`src/hdl/cdp_pkg.sv`:
```
`default_nettype none

package cdp_pkg;

  localparam int QUEUE_DEPTH   = 16;
  localparam int ID_BITS       = 16;
  localparam int DURATION_BITS = 16;

  // Only the low 16 bits of either field reach the ports.
  localparam int ID_W  = (ID_BITS < 16) ? ID_BITS : 16;
  localparam int DUR_W = (DURATION_BITS < 16) ? DURATION_BITS : 16;
  localparam int CNT_W = $clog2(QUEUE_DEPTH + 1);

  localparam int NUM_CLASSES = 4;
  localparam int CLASS_W     = 2;

  localparam logic [CLASS_W-1:0] CLASS_REGULAR  = 2'd0;
  localparam logic [CLASS_W-1:0] CLASS_SILVER   = 2'd1;
  localparam logic [CLASS_W-1:0] CLASS_GOLD     = 2'd2;
  localparam logic [CLASS_W-1:0] CLASS_PLATINUM = 2'd3;

  localparam logic OP_ARRIVAL = 1'b0;
  localparam logic OP_TICK    = 1'b1;

  localparam logic KIND_ACK  = 1'b0;
  localparam logic KIND_TICK = 1'b1;

  typedef struct packed {
    logic [ID_W-1:0]  id;
    logic [DUR_W-1:0] dur;
  } entry_t;

  typedef struct packed {
    logic push;
    logic pop;
  } queue_ctl_t;

  typedef struct packed {
    logic empty;
    logic full;
    logic last;
  } queue_stat_t;

endpackage

`default_nettype wire

```
`src/hdl/cdp_cell.sv`:
```
`default_nettype none

module cdp_cell (
  input  wire                   clk,
  input  wire                   load,
  input  wire                   shift,
  input  wire cdp_pkg::entry_t  load_data,
  input  wire cdp_pkg::entry_t  shift_data,
  output cdp_pkg::entry_t       data
);
  import cdp_pkg::*;

  entry_t data_r;
  entry_t data_nxt;

  // A push lands in the first free cell; a pop moves every cell one step toward the head.
  always_comb begin
    data_nxt = data_r;
    if (load) begin
      data_nxt = load_data;
    end else if (shift) begin
      data_nxt = shift_data;
    end
  end

  always_ff @(posedge clk) begin
    data_r <= data_nxt;
  end

  assign data = data_r;

endmodule

`default_nettype wire

```
`src/hdl/cdp_queue.sv`:
```
`default_nettype none

module cdp_queue (
  input  wire                       clk,
  input  wire                       rst_n,
  input  wire cdp_pkg::queue_ctl_t  ctl,
  input  wire cdp_pkg::entry_t      push_data,
  output cdp_pkg::entry_t           head,
  output cdp_pkg::queue_stat_t      stat
);
  import cdp_pkg::*;

  logic [CNT_W-1:0] count_r;
  logic [CNT_W-1:0] count_nxt;

  entry_t cell_data [QUEUE_DEPTH];
  entry_t nbr_data  [QUEUE_DEPTH];

  for (genvar i = 0; i < QUEUE_DEPTH; i++) begin : g_cell
    if (i == QUEUE_DEPTH - 1) begin : g_tail
      assign nbr_data[i] = cell_data[i];
    end else begin : g_mid
      assign nbr_data[i] = cell_data[i+1];
    end

    cdp_cell u_cell (
      .clk        (clk),
      .load       (ctl.push && (count_r == CNT_W'(i))),
      .shift      (ctl.pop),
      .load_data  (push_data),
      .shift_data (nbr_data[i]),
      .data       (cell_data[i])
    );
  end

  always_comb begin
    count_nxt = count_r;
    if (ctl.push) begin
      count_nxt = count_r + CNT_W'(1);
    end else if (ctl.pop) begin
      count_nxt = count_r - CNT_W'(1);
    end
  end

  always_ff @(posedge clk) begin
    if (!rst_n) begin
      count_r <= '0;
    end else begin
      count_r <= count_nxt;
    end
  end

  assign head       = cell_data[0];
  assign stat.empty = (count_r == '0);
  assign stat.full  = (count_r == CNT_W'(QUEUE_DEPTH));
  assign stat.last  = (count_r == CNT_W'(1));

endmodule

`default_nettype wire

```
`src/hdl/four_class_priority_call_dispatcher.sv`:
```
`default_nettype none

// Strict-priority call dispatcher with four class queues and one server.
// Input channel: a transaction is taken at a rising edge where start is high
// and busy is low. in_op selects an arrival (push onto the class queue named by
// in_call_class) or a tick (answer the head of the highest non-empty class if
// the server is free, then count down the busy time and advance the tick).
// Result channel: every transaction yields exactly one result, shown on the
// out_ ports for a single cycle with out_valid high, in the cycle after the
// transaction is taken. The receiver cannot stall, so results never wait.
// Throughput is one transaction per cycle: each class queue is a chain of
// cells whose head is always the first cell, so a pop is a single shift
// and the priority pick reads four fixed heads. busy is therefore never raised.
// A full queue drops the arrival and flags it in out_dropped.
// Synchronous reset empties all queues and clears the busy and tick counters;
// the cell contents are not cleared, since only written cells are ever read.
module four_class_priority_call_dispatcher (
  input  wire         clk,
  input  wire         rst_n,
  input  wire         start,
  output logic        busy,
  input  wire         in_op,
  input  wire  [1:0]  in_call_class,
  input  wire  [15:0] in_caller_id,
  input  wire  [15:0] in_service_ticks,
  output logic        out_valid,
  output logic        out_kind,
  output logic        out_dropped,
  output logic [31:0] out_tick_number,
  output logic        out_answered,
  output logic [15:0] out_answered_id,
  output logic [1:0]  out_answered_class,
  output logic [15:0] out_busy_left,
  output logic        out_all_idle
);
  import cdp_pkg::*;

  queue_ctl_t  q_ctl  [NUM_CLASSES];
  queue_stat_t q_stat [NUM_CLASSES];
  entry_t      q_head [NUM_CLASSES];
  entry_t      push_data;

  logic [DUR_W-1:0] busy_cnt_r, busy_cnt_nxt;
  logic [31:0]      tick_r, tick_nxt;

  logic               accept;
  logic               push_ok;
  logic               pick_any;
  logic [CLASS_W-1:0] pick_class;
  entry_t             pick_entry;
  logic [DUR_W-1:0]   busy_loaded;
  logic               idle_after;

  logic               valid_r;
  logic               kind_r, dropped_r, answered_r, all_idle_r;
  logic [31:0]        tick_no_r;
  logic [15:0]        ans_id_r, busy_left_r;
  logic [CLASS_W-1:0] ans_class_r;

  logic               kind_nxt, dropped_nxt, answered_nxt;
  logic [15:0]        ans_id_nxt;
  logic [CLASS_W-1:0] ans_class_nxt;

  // busy is tied low, so the command port never stalls.
  assign busy   = 1'b0;
  assign accept = start && !busy;

  assign push_data.id  = in_caller_id[ID_W-1:0];
  assign push_data.dur = in_service_ticks[DUR_W-1:0];

  for (genvar c = 0; c < NUM_CLASSES; c++) begin : g_queue
    cdp_queue u_queue (
      .clk       (clk),
      .rst_n     (rst_n),
      .ctl       (q_ctl[c]),
      .push_data (push_data),
      .head      (q_head[c]),
      .stat      (q_stat[c])
    );
  end

  // Fixed priority pick: platinum first, regular last.
  always_comb begin
    pick_any   = 1'b1;
    pick_class = CLASS_REGULAR;
    if (!q_stat[CLASS_PLATINUM].empty) begin
      pick_class = CLASS_PLATINUM;
    end else if (!q_stat[CLASS_GOLD].empty) begin
      pick_class = CLASS_GOLD;
    end else if (!q_stat[CLASS_SILVER].empty) begin
      pick_class = CLASS_SILVER;
    end else if (!q_stat[CLASS_REGULAR].empty) begin
      pick_class = CLASS_REGULAR;
    end else begin
      pick_any = 1'b0;
    end
    pick_entry = q_head[pick_class];
  end

  assign push_ok = accept && (in_op == OP_ARRIVAL) && !q_stat[in_call_class].full;

  always_comb begin
    busy_cnt_nxt  = busy_cnt_r;
    tick_nxt      = tick_r;
    kind_nxt      = in_op;
    dropped_nxt   = 1'b0;
    answered_nxt  = 1'b0;
    ans_id_nxt    = '0;
    ans_class_nxt = CLASS_REGULAR;
    busy_loaded   = busy_cnt_r;
    idle_after    = 1'b1;
    for (int c = 0; c < NUM_CLASSES; c++) begin
      q_ctl[c].push = push_ok && (in_call_class == CLASS_W'(c));
      q_ctl[c].pop  = 1'b0;
    end

    if (accept && (in_op == OP_TICK)) begin
      if ((busy_cnt_r == '0) && pick_any) begin
        q_ctl[pick_class].pop = 1'b1;
        answered_nxt  = 1'b1;
        ans_id_nxt    = 16'(pick_entry.id);
        ans_class_nxt = pick_class;
        busy_loaded   = pick_entry.dur;
      end
      busy_cnt_nxt = (busy_loaded != '0) ? busy_loaded - DUR_W'(1) : busy_loaded;
      tick_nxt     = tick_r + 32'd1;
    end else if (accept) begin
      dropped_nxt = !push_ok;
    end

    // Idle is judged on the queue state that this transaction leaves behind.
    for (int c = 0; c < NUM_CLASSES; c++) begin
      if (q_ctl[c].push || !(q_stat[c].empty || (q_ctl[c].pop && q_stat[c].last))) begin
        idle_after = 1'b0;
      end
    end
    if (busy_cnt_nxt != '0) begin
      idle_after = 1'b0;
    end
  end

  always_ff @(posedge clk) begin
    if (!rst_n) begin
      busy_cnt_r <= '0;
      tick_r     <= '0;
      valid_r    <= 1'b0;
    end else begin
      busy_cnt_r <= busy_cnt_nxt;
      tick_r     <= tick_nxt;
      valid_r    <= accept;
    end
  end

  // Result payload; only meaningful in the cycle where valid_r is high.
  always_ff @(posedge clk) begin
    if (accept) begin
      kind_r      <= kind_nxt;
      dropped_r   <= dropped_nxt;
      tick_no_r   <= tick_r;
      answered_r  <= answered_nxt;
      ans_id_r    <= ans_id_nxt;
      ans_class_r <= ans_class_nxt;
      busy_left_r <= 16'(busy_cnt_nxt);
      all_idle_r  <= idle_after;
    end
  end

  assign out_valid          = valid_r;
  assign out_kind           = kind_r;
  assign out_dropped        = dropped_r;
  assign out_tick_number    = tick_no_r;
  assign out_answered       = answered_r;
  assign out_answered_id    = ans_id_r;
  assign out_answered_class = ans_class_r;
  assign out_busy_left      = busy_left_r;
  assign out_all_idle       = all_idle_r;

`ifndef NO_ASSERTIONS
  // Each taken transaction produces its result in the very next cycle.
  a_result_follows: assert property (@(posedge clk) disable iff (!rst_n)
    accept |=> out_valid)
    else $error("taken transaction produced no result");

  // A tick report never carries a drop flag, and an acknowledgement never answers.
  a_kind_fields: assert property (@(posedge clk) disable iff (!rst_n)
    out_valid |-> ((out_kind == KIND_TICK) ? !out_dropped : !out_answered))
    else $error("result fields inconsistent with kind");

  // A call is answered only when the server was free at that tick.
  a_answer_free: assert property (@(posedge clk) disable iff (!rst_n)
    (out_valid && out_answered) |-> ($past(busy_cnt_r) == '0))
    else $error("call answered while server busy");

  // Reported idle implies the reported busy count is zero.
  a_idle_busy: assert property (@(posedge clk) disable iff (!rst_n)
    (out_valid && out_all_idle) |-> (out_busy_left == 16'd0))
    else $error("idle reported with busy time left");
`endif

endmodule

`default_nettype wire
```
`config.mk`:
```
export PLATFORM = sky130hd
export DESIGN_NAME = four_class_priority_call_dispatcher
export DESIGN_NICKNAME = d
export VERILOG_FILES = /design/src/hdl/cdp_pkg.sv /design/src/hdl/cdp_cell.sv /design/src/hdl/cdp_queue.sv /design/src/hdl/four_class_priority_call_dispatcher.sv
export SDC_FILE = /design/constraint.sdc
export NUM_CORES = 2
export LEC_CHECK = 0
export BUFFER_PORTS_ARGS = -buffer_cell sky130_fd_sc_hd__buf_2
export CAP_MARGIN = 20
export CORE_UTILIZATION = 35
export DETAILED_ROUTE_END_ITERATION = 12
export PLACE_DENSITY = 0.47
export SLEW_MARGIN = 5
export SYNTH_ARGS = -nofsm -noshare
export SYNTH_HDL_FRONTEND = slang
export SYNTH_HIERARCHICAL = 1
export SYNTH_SLANG_ARGS = --single-unit
```
`constraint.sdc`:
```
create_clock -name clk -period 13.5 [get_ports clk]
set_clock_uncertainty 0.15 [all_clocks]
set_input_delay 2.025 -clock clk [delete_from_list [all_inputs] [get_ports clk]]
set_output_delay 2.025 -clock clk [all_outputs]
set_load 0.1 [all_outputs]
```
==> flow_metrics.tcl <==
set metrics [dict create \
    synth_edf_count 2118 \
    powerDensity_nw_per_um2 142 \
    fin_ws_ns 7.42 \
    cp_slowest_stage_delay_ns 0.94 \
    place_area_um2 107000 \
    vdd_ir_drop_max_uv 106 \
    grt_pass1_vias 45900 \
    worstPathArrival_ns 6.45 \
    cp_max_fo 74 \
    start_util 0.353 \
    placementRows 200 \
    portBuffers 108 \
    cts_resized 0 \
    path_common_cell "buf_4" \
    cts.clk_slew.worst_paths_ns 0.06 \
    yosys-top-cells-count "edfxtp_1 (2118), mux2_4 (1856), mux2_2 (197)" \
    numCtsBuffers 242 \
    finish.instance_area_um2 115000 \
    synth-async-reset-ratio 0 \
    cp-start-kind "input port" \
    setup_tns_ns 0 \
    rr_startpoint "g_queue[1].u_queue/count_r[0]" \
    grt_max_degree 75 \
    synth-warning-count 6 \
    finalSetupViolations 0 \
    synth-compound-area-share 0.0109 \
    syn_area_per_cell_um2 19.6 \
    place_congestion 0.820 \
    synth.top_cells.by_area "edfxtp_1 (61%), mux2_4 (27%), buf_12 (3.7%)" \
    tightest_slew_ns 1.09 \
    p_leak_nw 39.3 \
    drtPass1Iterations 5 \
    syn-num-nets 5415 \
    hp-start "tick_r[31]" \
    drv_slew 0 \
    p_total_mw 16.3 \
    dpl.hpwl_mm 137 \
    drtIter0Drc 2906 \
    routed_wirelength_mm 224 \
    postSynthCellCount 5350 \
    slew_headroom 0.270 \
    nFillCells 26900 \
    status "finished clean" \
    maxCapViolCount 0 \
    crit_required_ns 13.88 \
    cts-root-buf "clkbuf_16" \
    wl_per_cell_um 23.1 \
    timing_worst_setup_path_type "input port to register" \
    clk_latency_ns 0.90 \
    synth-simple-area-share 0.0255 \
    grt_pass1_wl_mm 327 \
    holdCritPathClass "register to register" \
    gr-usage-all-layers 0.145 \
    cts_tree "yes" \
    place_worst_setup_slack_ns 6.15 \
    vias 44500 \
    hold_buffers 0 \
    synthMostInstantiatedCell "edfxtp_1" \
    core_area_um2 298000 \
    hold_viol 0 \
    syn_to_final_growth_pct 9.45 \
    synth_flop_cell "edfxtp_1" \
    placed_cells 9226 \
    yosysTopAreaCell "edfxtp_1" \
    ant_nets 0 \
    whs_path_depth 0 \
    utilization 0.386 \
    nets 5606 \
    synthXorXnorAreaFrac 0.00292 \
    timing.fmax_mhz 165 \
    critPathLaunch "start" \
    synth_top_family_by_area "multiplexers" \
    cts_htree_levels 4 \
    worstPathCellList "buf_4 > nand2b_1 > a21oi_1 > o21ai_0 > nor3b_2 > buf_4 > and2b_1 > and3_2 > or2_1 > buf_4" \
    whs_ns 0.323 \
    final-instance-count-excl-fill 9684 \
    drive_above_1_share 0.475 \
    fp.dieW_um 550 \
    worstRegToRegCells 16 \
    grt_overflow_total 0 \
    layout_min_cycle_time_ns 6.08 \
    cts_setup_buffers 0 \
    synth_top_area_share 0.606 \
    num_io_pins 110 \
    die_area_um2 302000 \
    synth_area_um2 105000 \
    synth_seq_cells 2187 \
    fin_crit_sh 0.450 \
    ys_seq_area_frac 0.619 \
    rsz0062_at_grt "no" \
    synthAdderAreaFrac 0.00322 \
    die_h_um 550 \
    routed_via_density 4.60 \
    crit_slowest_cell "and3_2" \
    clock_sinks 2187 \
    grt_antenna_before_repair 7 \
    ctsLongestPathBuffers 4 \
    synth_cell_types 76 \
    critPathCaptureType "register" \
    drc 0 \
    muxShareOfSynthArea 0.290 \
]
[registers in the layout, indices dropped and copies added, names as in the netlist]
signal and flops:
g_queue.u_queue/g_cell.u_cell/data 2048, busy_cnt_r 16, out_all_idle 1, out_kind 1
out_answered_id 16, out_valid 1, out_tick_number 32, out_dropped 1
out_answered_class 2, out_busy_left 16, out_answered 1, g_queue.u_queue/count_r 20
tick_r 32
[final timing paths]
check | end | slack (ns)
worst max-delay path | g_queue[2].u_queue/g_cell[3].u_cell/data[9] | 7.42
worst max register to register | out_all_idle | 7.61
worst min-delay path | out_tick_number[31] | 0.32
worst min register to register | out_tick_number[31] | 0.32
[cells in the final DEF, fill, tap and decap left out, drive strengths merged, types with 20 or more instances in the layout]
cell type	n
nor3	36
buf	253
clkinv	93
clkbuf	322
ha	27
or2	68
edfxtp	2118
nand2	66
and3	38
inv	50
mux2	2056
dfxtp	69
mux2i	33
a21oi	56
nor2	150
nor4	20
a211oi	23
[layout make-up]
type                    count  area (um^2)  area share
clock buffers             322         6480      0.0564
inverters                  46          173     0.00150
well taps                3939         4930      0.0429
flip-flops and latches   2187        65000       0.566
multi-input cells        2811        35200       0.307
clock inverters           121         1120     0.00976
repair buffers            253         1930      0.0168
diodes                      5         12.5    0.000109
[report_power, final]
part / total [mW] / internal [mW] / switching [mW]
clock network: 6.34 / 3.68 / 2.66
registers: 7.99 / 7.85 / 0.135
logic: 1.97 / 0.645 / 1.32
[worst max-delay path: cells and delay by family]
kind | cells | cell delay (ns)
AO/OA/AOI/OAI | 2 | 0.67
AND/OR/NAND/NOR | 5 | 2.35
buffers and inverters | 3 | 1.34
[logic make-up (layout without fill, tap and decap cells)]
kind of cell,after synthesis,after routing
other cells,1,6
flops,2187,2187
mux,2089,2089
buf+inv,352,742
xor+xnor,35,35
compound gates,166,166
fa+ha+maj,27,27
simple gates,493,493
[per-layer routing]
metal  global-route usage  routed length, um
met1                0.223             117000
met2                0.211              92600
met3               0.0198               8150
met4               0.0428               5830
met5                    0                  0
No activity file was read; power rests on OpenSTA's default activity.
